**src/rtl/core/crrd_pkg.sv**
```systemverilog
`timescale 1ns / 1ps

package crrd_pkg;

	localparam int SLOTS    = 8;
	localparam int IDX_W    = (SLOTS > 1) ? $clog2(SLOTS) : 1;
	localparam int CNT_W    = $clog2(SLOTS + 1);
	localparam int HANDLE_W = 16;

	localparam logic OP_INSERT     = 1'b0;
	localparam logic KIND_PERIODIC = 1'b1;

	localparam logic [1:0] EMIT_STATUS   = 2'd0;
	localparam logic [1:0] EMIT_EMPTY    = 2'd1;
	localparam logic [1:0] EMIT_CYCLIC   = 2'd2;
	localparam logic [1:0] EMIT_PERIODIC = 2'd3;

	typedef struct packed {
		logic       capture;
		logic       insert;
		logic       walk_start;
		logic       walk_next;
		logic       note_slot;
		logic       emit;
		logic [1:0] emit_sel;
		logic       cursor_adv;
	} ctl_cmd_t;

	typedef struct packed {
		logic op;
		logic tbl_full;
		logic tbl_empty;
		logic slot_periodic;
		logic walk_end;
		logic periodic_any;
		logic out_free;
	} dp_sts_t;

endpackage

```
**src/rtl/core/crrd_req_if.sv**
```systemverilog
`timescale 1ns / 1ps

interface crrd_req_if;
	logic                          valid;
	logic                          ready;
	logic                          operation;
	logic                          routine_kind;
	logic [crrd_pkg::HANDLE_W-1:0] routine_handle;

	modport source (
		output valid, operation, routine_kind, routine_handle,
		input  ready
	);

	modport sink (
		input  valid, operation, routine_kind, routine_handle,
		output ready
	);
endinterface

```
**src/rtl/core/crrd_rsp_if.sv**
```systemverilog
`timescale 1ns / 1ps

interface crrd_rsp_if;
	logic                          valid;
	logic                          ready;
	logic [crrd_pkg::HANDLE_W-1:0] handle_out;
	logic                          handle_valid;
	logic                          kind_out;
	logic                          status;
	logic                          last;

	modport source (
		output valid, handle_out, handle_valid, kind_out, status, last,
		input  ready
	);

	modport sink (
		input  valid, handle_out, handle_valid, kind_out, status, last,
		output ready
	);
endinterface

```
**src/rtl/core/crrd_datapath.sv**
```systemverilog
`timescale 1ns / 1ps

module crrd_datapath (
	input  logic                          clk,
	input  logic                          arst_n,
	input  crrd_pkg::ctl_cmd_t            cmd,
	output crrd_pkg::dp_sts_t             sts,
	input  logic                          req_operation,
	input  logic                          req_routine_kind,
	input  logic [crrd_pkg::HANDLE_W-1:0] req_routine_handle,
	output logic                          rsp_valid,
	input  logic                          rsp_ready,
	output logic [crrd_pkg::HANDLE_W-1:0] rsp_handle_out,
	output logic                          rsp_handle_valid,
	output logic                          rsp_kind_out,
	output logic                          rsp_status,
	output logic                          rsp_last
);

	logic                          op_q;
	logic                          kind_q;
	logic [crrd_pkg::HANDLE_W-1:0] handle_q;

	logic [crrd_pkg::HANDLE_W-1:0] slot_handle_q [crrd_pkg::SLOTS];
	logic                          slot_per_q    [crrd_pkg::SLOTS];
	logic [crrd_pkg::HANDLE_W-1:0] rd_handle_s1;
	logic                          rd_per_s1;

	logic [crrd_pkg::CNT_W-1:0]    used_q;
	logic [crrd_pkg::CNT_W-1:0]    pcount_q;
	logic [crrd_pkg::IDX_W-1:0]    cursor_q;
	logic [crrd_pkg::IDX_W-1:0]    idx_q;
	logic [crrd_pkg::CNT_W-1:0]    per_seen_q;
	logic [crrd_pkg::HANDLE_W-1:0] per_handle_q;

	logic                          rsp_valid_q;
	logic [crrd_pkg::HANDLE_W-1:0] rsp_handle_q;
	logic                          rsp_hvalid_q;
	logic                          rsp_kind_q;
	logic                          rsp_status_q;
	logic                          rsp_last_q;

	logic                          tbl_full;
	logic                          walk_end;
	logic [crrd_pkg::IDX_W-1:0]    cur_eff;
	logic [crrd_pkg::CNT_W-1:0]    cur_next_ext;
	logic [crrd_pkg::IDX_W-1:0]    cur_next;
	logic                          cyc_last;

	assign tbl_full     = used_q >= crrd_pkg::CNT_W'(crrd_pkg::SLOTS);
	assign walk_end     = (crrd_pkg::CNT_W'(idx_q) + crrd_pkg::CNT_W'(1)) == used_q;
	assign cur_eff      = (crrd_pkg::CNT_W'(cursor_q) >= pcount_q) ? '0 : cursor_q;
	assign cur_next_ext = crrd_pkg::CNT_W'(cur_eff) + crrd_pkg::CNT_W'(1);
	assign cur_next     = (cur_next_ext >= pcount_q) ? '0 : cur_next_ext[crrd_pkg::IDX_W-1:0];
	assign cyc_last     = (pcount_q == '0) && walk_end;

	always_comb begin
		sts.op            = op_q;
		sts.tbl_full      = tbl_full;
		sts.tbl_empty     = (used_q == '0);
		sts.slot_periodic = rd_per_s1;
		sts.walk_end      = walk_end;
		sts.periodic_any  = (pcount_q != '0);
		sts.out_free      = !rsp_valid_q || rsp_ready;
	end

	always_ff @(posedge clk) begin
		if (cmd.capture) begin
			op_q     <= req_operation;
			kind_q   <= req_routine_kind;
			handle_q <= req_routine_handle;
		end
	end

	// slot store, registered read at the walk index
	always_ff @(posedge clk) begin
		if (cmd.insert && !tbl_full) begin
			slot_handle_q[used_q[crrd_pkg::IDX_W-1:0]] <= handle_q;
			slot_per_q[used_q[crrd_pkg::IDX_W-1:0]]    <= kind_q;
		end
		rd_handle_s1 <= slot_handle_q[idx_q];
		rd_per_s1    <= slot_per_q[idx_q];
	end

	always_ff @(posedge clk or negedge arst_n) begin
		if (!arst_n) begin
			used_q     <= '0;
			pcount_q   <= '0;
			cursor_q   <= '0;
			idx_q      <= '0;
			per_seen_q <= '0;
		end else begin
			if (cmd.insert && !tbl_full) begin
				used_q <= used_q + crrd_pkg::CNT_W'(1);
				if (kind_q == crrd_pkg::KIND_PERIODIC) begin
					pcount_q <= pcount_q + crrd_pkg::CNT_W'(1);
				end
			end
			if (cmd.walk_start) begin
				idx_q      <= '0;
				per_seen_q <= '0;
			end else begin
				if (cmd.walk_next) begin
					idx_q <= idx_q + crrd_pkg::IDX_W'(1);
				end
				if (cmd.note_slot && rd_per_s1 == crrd_pkg::KIND_PERIODIC) begin
					per_seen_q <= per_seen_q + crrd_pkg::CNT_W'(1);
				end
			end
			if (cmd.cursor_adv) begin
				cursor_q <= cur_next;
			end
		end
	end

	// pick the periodic routine at the cursor
	always_ff @(posedge clk) begin
		if (cmd.note_slot && rd_per_s1 == crrd_pkg::KIND_PERIODIC
			&& per_seen_q == crrd_pkg::CNT_W'(cur_eff)) begin
			per_handle_q <= rd_handle_s1;
		end
	end

	always_ff @(posedge clk or negedge arst_n) begin
		if (!arst_n) begin
			rsp_valid_q <= 1'b0;
		end else if (cmd.emit) begin
			rsp_valid_q <= 1'b1;
		end else if (rsp_ready) begin
			rsp_valid_q <= 1'b0;
		end
	end

	always_ff @(posedge clk) begin
		if (cmd.emit) begin
			case (cmd.emit_sel)
				crrd_pkg::EMIT_STATUS: begin
					rsp_handle_q <= '0;
					rsp_hvalid_q <= 1'b0;
					rsp_kind_q   <= 1'b0;
					rsp_status_q <= tbl_full;
					rsp_last_q   <= 1'b1;
				end
				crrd_pkg::EMIT_CYCLIC: begin
					rsp_handle_q <= rd_handle_s1;
					rsp_hvalid_q <= 1'b1;
					rsp_kind_q   <= 1'b0;
					rsp_status_q <= 1'b0;
					rsp_last_q   <= cyc_last;
				end
				crrd_pkg::EMIT_PERIODIC: begin
					rsp_handle_q <= per_handle_q;
					rsp_hvalid_q <= 1'b1;
					rsp_kind_q   <= 1'b1;
					rsp_status_q <= 1'b0;
					rsp_last_q   <= 1'b1;
				end
				default: begin
					rsp_handle_q <= '0;
					rsp_hvalid_q <= 1'b0;
					rsp_kind_q   <= 1'b0;
					rsp_status_q <= 1'b0;
					rsp_last_q   <= 1'b1;
				end
			endcase
		end
	end

	assign rsp_valid        = rsp_valid_q;
	assign rsp_handle_out   = rsp_handle_q;
	assign rsp_handle_valid = rsp_hvalid_q;
	assign rsp_kind_out     = rsp_kind_q;
	assign rsp_status       = rsp_status_q;
	assign rsp_last         = rsp_last_q;

endmodule

```
**src/rtl/core/crrd_ctrl.sv**
```systemverilog
`timescale 1ns / 1ps

module crrd_ctrl (
	input  logic                 clk,
	input  logic                 arst_n,
	input  logic                 req_valid,
	output logic                 req_ready,
	input  crrd_pkg::dp_sts_t    sts,
	output crrd_pkg::ctl_cmd_t   cmd
);

	localparam logic [2:0] ST_IDLE = 3'd0;
	localparam logic [2:0] ST_DEC  = 3'd1;
	localparam logic [2:0] ST_RD   = 3'd2;
	localparam logic [2:0] ST_EV   = 3'd3;
	localparam logic [2:0] ST_PER  = 3'd4;

	logic [2:0] state_q;
	logic [2:0] state_d;

	assign req_ready = (state_q == ST_IDLE);

	always_comb begin
		state_d        = state_q;
		cmd            = '0;
		cmd.emit_sel   = crrd_pkg::EMIT_STATUS;
		case (state_q)
			ST_IDLE: begin
				if (req_valid) begin
					cmd.capture = 1'b1;
					state_d     = ST_DEC;
				end
			end
			ST_DEC: begin
				if (sts.op == crrd_pkg::OP_INSERT) begin
					if (sts.out_free) begin
						cmd.insert   = 1'b1;
						cmd.emit     = 1'b1;
						cmd.emit_sel = crrd_pkg::EMIT_STATUS;
						state_d      = ST_IDLE;
					end
				end else if (sts.tbl_empty) begin
					if (sts.out_free) begin
						cmd.emit     = 1'b1;
						cmd.emit_sel = crrd_pkg::EMIT_EMPTY;
						state_d      = ST_IDLE;
					end
				end else begin
					cmd.walk_start = 1'b1;
					state_d        = ST_RD;
				end
			end
			ST_RD: begin
				state_d = ST_EV;
			end
			ST_EV: begin
				if (sts.slot_periodic || sts.out_free) begin
					cmd.note_slot = 1'b1;
					if (!sts.slot_periodic) begin
						cmd.emit     = 1'b1;
						cmd.emit_sel = crrd_pkg::EMIT_CYCLIC;
					end
					if (sts.walk_end) begin
						state_d = sts.periodic_any ? ST_PER : ST_IDLE;
					end else begin
						cmd.walk_next = 1'b1;
						state_d       = ST_RD;
					end
				end
			end
			ST_PER: begin
				if (sts.out_free) begin
					cmd.emit       = 1'b1;
					cmd.emit_sel   = crrd_pkg::EMIT_PERIODIC;
					cmd.cursor_adv = 1'b1;
					state_d        = ST_IDLE;
				end
			end
			default: begin
				state_d = ST_IDLE;
			end
		endcase
	end

	always_ff @(posedge clk or negedge arst_n) begin
		if (!arst_n) begin
			state_q <= ST_IDLE;
		end else begin
			state_q <= state_d;
		end
	end

endmodule

```
**src/rtl/core/cyclic_round_robin_dispatcher.sv**
```systemverilog
`timescale 1ns / 1ps

// Cyclic round-robin dispatcher over a table of crrd_pkg::SLOTS routine slots.
// req carries one transaction per operation: an insert registers routine_handle
// as cyclic or periodic in the next free slot; a run tick asks for dispatch.
// rsp returns one transaction per insert (status 1 when the table is full and
// the routine is dropped) and, per tick, every cyclic handle in insertion order
// and one periodic handle picked round-robin, if any; last marks the final one.
// A tick with an empty table returns a single transaction with handle_valid 0.
// An insert or empty tick is answered from the decode state after accept. A tick
// walks the slot store through its single registered read port: per filled slot
// a read state waits on the read and an evaluate state emits or notes the slot;
// a periodic state then emits the periodic result, if any. One operation is
// worked at a time; req.ready is high again once the last result is loaded.
// Reset clears the table, the periodic cursor and all pending results.
// The result sits in an output register; when rsp.ready is low the walk holds
// before the next emission, so a stall only delays the sequence.
module cyclic_round_robin_dispatcher (
	input logic        clk,
	input logic        arst_n,
	crrd_req_if.sink   req,
	crrd_rsp_if.source rsp
);

	crrd_pkg::ctl_cmd_t cmd;
	crrd_pkg::dp_sts_t  sts;

	crrd_ctrl u_ctrl (
		.clk       (clk),
		.arst_n    (arst_n),
		.req_valid (req.valid),
		.req_ready (req.ready),
		.sts       (sts),
		.cmd       (cmd)
	);

	crrd_datapath u_datapath (
		.clk                (clk),
		.arst_n             (arst_n),
		.cmd                (cmd),
		.sts                (sts),
		.req_operation      (req.operation),
		.req_routine_kind   (req.routine_kind),
		.req_routine_handle (req.routine_handle),
		.rsp_valid          (rsp.valid),
		.rsp_ready          (rsp.ready),
		.rsp_handle_out     (rsp.handle_out),
		.rsp_handle_valid   (rsp.handle_valid),
		.rsp_kind_out       (rsp.kind_out),
		.rsp_status         (rsp.status),
		.rsp_last           (rsp.last)
	);

	a_no_overwrite: assert property (@(posedge clk) disable iff (!arst_n)
		cmd.emit |-> sts.out_free)
		else $error("result loaded over a pending transaction");

	a_one_at_a_time: assert property (@(posedge clk) disable iff (!arst_n)
		req.valid && req.ready |=> !req.ready)
		else $error("request taken while an operation is in work");

	a_walk_nonempty: assert property (@(posedge clk) disable iff (!arst_n)
		cmd.walk_start |-> !sts.tbl_empty)
		else $error("slot walk started on an empty table");

	a_periodic_last: assert property (@(posedge clk) disable iff (!arst_n)
		cmd.emit && cmd.emit_sel == crrd_pkg::EMIT_PERIODIC |=> rsp.valid && rsp.last)
		else $error("periodic result not marked last");

endmodule

```
**src/flat_wrapper.sv**
```systemverilog
// flat-port wrapper written by rule: the top's interface ports become plain ports
module cyclic_round_robin_dispatcher_flat 
  (clk, arst_n, req_valid, req_operation, req_routine_kind, req_routine_handle, req_ready, rsp_valid, rsp_handle_out, rsp_handle_valid, rsp_kind_out, rsp_status, rsp_last, rsp_ready);
  crrd_req_if req_i ();
  crrd_rsp_if rsp_i ();
  input logic clk;
  input logic arst_n;
  input wire logic [$bits(req_i.valid)-1:0] req_valid;
  input wire logic [$bits(req_i.operation)-1:0] req_operation;
  input wire logic [$bits(req_i.routine_kind)-1:0] req_routine_kind;
  input wire logic [$bits(req_i.routine_handle)-1:0] req_routine_handle;
  output wire logic [$bits(req_i.ready)-1:0] req_ready;
  output wire logic [$bits(rsp_i.valid)-1:0] rsp_valid;
  output wire logic [$bits(rsp_i.handle_out)-1:0] rsp_handle_out;
  output wire logic [$bits(rsp_i.handle_valid)-1:0] rsp_handle_valid;
  output wire logic [$bits(rsp_i.kind_out)-1:0] rsp_kind_out;
  output wire logic [$bits(rsp_i.status)-1:0] rsp_status;
  output wire logic [$bits(rsp_i.last)-1:0] rsp_last;
  input wire logic [$bits(rsp_i.ready)-1:0] rsp_ready;
  assign req_i.valid = req_valid;
  assign req_i.operation = req_operation;
  assign req_i.routine_kind = req_routine_kind;
  assign req_i.routine_handle = req_routine_handle;
  assign req_ready = req_i.ready;
  assign rsp_valid = rsp_i.valid;
  assign rsp_handle_out = rsp_i.handle_out;
  assign rsp_handle_valid = rsp_i.handle_valid;
  assign rsp_kind_out = rsp_i.kind_out;
  assign rsp_status = rsp_i.status;
  assign rsp_last = rsp_i.last;
  assign rsp_i.ready = rsp_ready;
  cyclic_round_robin_dispatcher u_core (.clk(clk), .arst_n(arst_n), .req(req_i), .rsp(rsp_i));
endmodule
```
**config.mk**
```make
export PLATFORM = sky130hd
export DESIGN_NAME = cyclic_round_robin_dispatcher_flat
export DESIGN_NICKNAME = d
export VERILOG_FILES = /design/src/rtl/core/crrd_pkg.sv /design/src/rtl/core/crrd_req_if.sv /design/src/rtl/core/crrd_rsp_if.sv /design/src/rtl/core/crrd_datapath.sv /design/src/rtl/core/crrd_ctrl.sv /design/src/rtl/core/cyclic_round_robin_dispatcher.sv /design/src/flat_wrapper.sv
export SDC_FILE = /design/constraint.sdc
export NUM_CORES = 1
export LEC_CHECK = 0
export BUFFER_PORTS_ARGS = -buffer_cell sky130_fd_sc_hd__buf_2
export CORE_MARGIN = 5
export CORE_UTILIZATION = 45
export CTS_CLUSTER_SIZE = 8
export DETAILED_ROUTE_END_ITERATION = 8
export GPL_ROUTABILITY_DRIVEN = 0
export PLACE_DENSITY_LB_ADDON = 0.05
export SLEW_MARGIN = 20
export SYNTH_ARGS = -nofsm -noshare
export SYNTH_HDL_FRONTEND = slang
export SYNTH_HIERARCHICAL = 1
export SYNTH_SLANG_ARGS = --single-unit
```
**constraint.sdc**
```tcl
create_clock -name clk -period 4.1 [get_ports clk]
set_input_delay 0.615 -clock clk [delete_from_list [all_inputs] [get_ports clk]]
set_output_delay 0.615 -clock clk [all_outputs]
set_load 0.02 [all_outputs]
```
==> summary.md <==
| Metric | Value |
|---|---|
| Worst skew pair latency | 0.48 ns |
| Final setup fails | 0 |
| Vias in the first global route | 4514 |
| GR Util met1 | 19.6% |
| Row count | 52 |
| Gates resized, CTS repair | 0 |
| Drc violations | 0 |
| Pwr Density | 716 nW/µm² |
| Busiest grt layer | met2 |
| Total CTS buffers | 34 |
| Setup crit start kind | register |
| Avg Inst Size Synth | 18.6 µm² |
| Post-synth net total | 525 |
| Final period utilization | 76.6% |
| CTS root buffer | clkbuf_16 |
| IO Port Bufs | 43 |
| Warnings from Yosys | 6 |
| Area Growth Syn to Fin | 16.8% |
| Most common cell after layout, fill and taps aside | edfxtp_1 |
| Initial antenna violation count | 0 |
| Slew headroom | 28.0% |
| H-tree depth | 2 |
| CTS tree | yes |
| Crit-path max cell delay | 0.55 ns |
| First-pass GRT wire length | 25800 µm |
| GRT Residual Overflow | 0 |
| CP Max Fanout | 6 |
| Number of detailed-route iterations in the first pass | 4 |
| Via count | 4413 |
| Post-DP HPWL | 9770 µm |
| Worst Tran Pin Value | 1.08 ns |
| Detail Route Antenna Nets | 0 |
| Slew Limit Fails | 0 |
| All-layer global routing usage | 14.2% |
| Post-CTS setup repair buffer count | 0 |
| Clk buf depth | 3 |
| Clock transition at path regs | 0.05 ns |
| Core area | 20000 µm² |
| Fin crit period | 3.14 ns |
| Setup TNS Final | 0 ns |
| Critical Path, Cell by Cell | inv_1 > ha_1 > nor3b_1 > o31a_1 > and2_1 > ha_1 > or2_2 > nand2_1 > ha_1 > a2111oi_1 > nor2_1 > o221ai_1 |
| Die width | 152 µm |
| Most frequent cells in the layout | edfxtp_1 (190), buf_2 (43), clkbuf_16 (35), mux4_1 (27), dfrtp_1 (21) |
| Post-Syn Area | 9080 µm² |
| Critical Path Sink Type | register |
| Peak supply drop | 409 µV |
| GRT met3 Usage | 3.27% |
| CTS Hold Bufs | 0 |
| Max Cap Viol | 0 |
| Final nets | 596 |
| Critical path type | register to register |
| Leak | 0.00372 µW |
| Worst Hold Class | input port to async pin |
| Max Freq | 0.318 GHz |
| Diodes inserted | 0 |
| Post-Synthesis Cells | 489 |
| Crit path max-delay cell type | a2111oi_1 |
| Reg area | 6600 µm² |
| Initial drt markers | 230 |
| RSZ-0062 raised after global routing | false |
| Status | complete, no violations |
| Via density | 5.20 |
| Worst setup margin | 0.960 ns |
| DIE AREA | 23100 µm² |
| Post-Route WL | 16400 µm |
| Grt met2 use | 22.5% |
| Fill count | 1649 |
| Pre-CTS WS | 1.04 ns |
| Initial core utilization | 45.3% |
| Final Skew | 0.00900 ns |
| Largest net degree at the start of global routing | 35 |
| CP arrival | 3.53 ns |
| Fraction of layout cells with a size suffix above 1 | 22.8% |
| Most used cell, CP | ha_1 |
| DR WL/cell | 19.3 µm |
| Die height | 152 µm |
| Final Util | 52.9% |
| Area occupied by multi-input gates | 2300 µm² |
| Clock sink total | 229 |
| IO Pins | 44 |
| Required time worst endpoint | 4.49 ns |
| Final hold vios | 0 |
path summary, 6_finish.rpt:
path | start | end | slack [ns] | depth (start not counted)
max in group asynchronous | arst_n | u_core/u_datapath/idx_q[0]$_DFFE_PN0P_ | 3.60 | 1
min | arst_n | u_core/u_datapath/pcount_q[0]$_DFFE_PN0P_ | 0.11 | 1
max | u_core/u_datapath/cursor_q[0]$_DFFE_PN0P_ | u_core/u_datapath/cursor_q[2]$_DFFE_PN0P_ | 0.96 | 12
max reg2reg | u_core/u_datapath/cursor_q[0]$_DFFE_PN0P_ | u_core/u_datapath/cursor_q[2]$_DFFE_PN0P_ | 0.96 | 12
min reg2reg | u_core/u_datapath/rd_handle_s1[14]$_DFF_P_ | u_core/u_datapath/per_handle_q[14]$_DFFE_PP_ | 0.43 | 0
min in group clk | req_routine_handle[6] | u_core/u_datapath/handle_q[6]$_DFFE_PP_ | 0.30 | 1
per-stage QoR:
step	instances	area (µm²)	power, µW	hold WS [ns]
final	848	10600	7600	0.108
after global routing	848	10600	8010	0.148
after CTS	848	10600	7710	0.110
after detailed placement	794	9650	5210	0.425
after global placement	794	9650	5190	0.419
after floorplan	489	9080	4730	0.319
flip-flops by register name, indices dropped and copies added, names as in the netlist:
| register | cells |
|---|---|
| u_core/u_ctrl/state_q | 3 |
| u_core/u_datapath/cursor_q | 3 |
| u_core/u_datapath/handle_q | 16 |
| u_core/u_datapath/idx_q | 3 |
| u_core/u_datapath/kind_q | 1 |
| u_core/u_datapath/op_q | 1 |
| u_core/u_datapath/pcount_q | 4 |
| u_core/u_datapath/per_handle_q | 16 |
| u_core/u_datapath/per_seen_q | 4 |
| u_core/u_datapath/rd_handle_s1 | 16 |
| u_core/u_datapath/rd_per_s1 | 1 |
| u_core/u_datapath/rsp_handle_out | 16 |
| u_core/u_datapath/rsp_handle_valid | 1 |
| u_core/u_datapath/rsp_kind_out | 1 |
| u_core/u_datapath/rsp_last | 1 |
| u_core/u_datapath/rsp_status | 1 |
| u_core/u_datapath/rsp_valid | 1 |
| u_core/u_datapath/slot_handle_q | 128 |
| u_core/u_datapath/slot_per_q | 8 |
| u_core/u_datapath/used_q | 4 |
per-layer routing:
layer	vias up	share of wire, %
li1	2062	-
met1	2192	46
met2	122	46
met3	37	5.1
met4	0	2.4
met5	-	0
final cells by class:
cell class                      count  share of cell area, %
Clock buffer                       52                   8.86
Clock inverter                      2                  0.130
Inverter                           12                  0.448
Multi-Input combinational cell    226                   21.7
Sequential cell                   229                   62.2
Tap cell                          270                   3.19
Timing Repair Buffer               57                   3.49
report_power, final:
part	leakage, µW	switching [µW]	internal, µW
registers	0.00213	329	3030
clock network	0.000460	904	1560
logic	0.00112	954	825
total	0.00372	2190	5410
worst max-delay path: cells and delay by family, from the launching register on:
family	cells	cell delay (ns)
AOI/OAI and AO/OA	3	1.01
adders and majority gates	3	0.68
buffers and inverters	1	0.11
DFF	1	0.42
and+or+nand+nor	5	0.84
(Power assumes the default switching activity.)
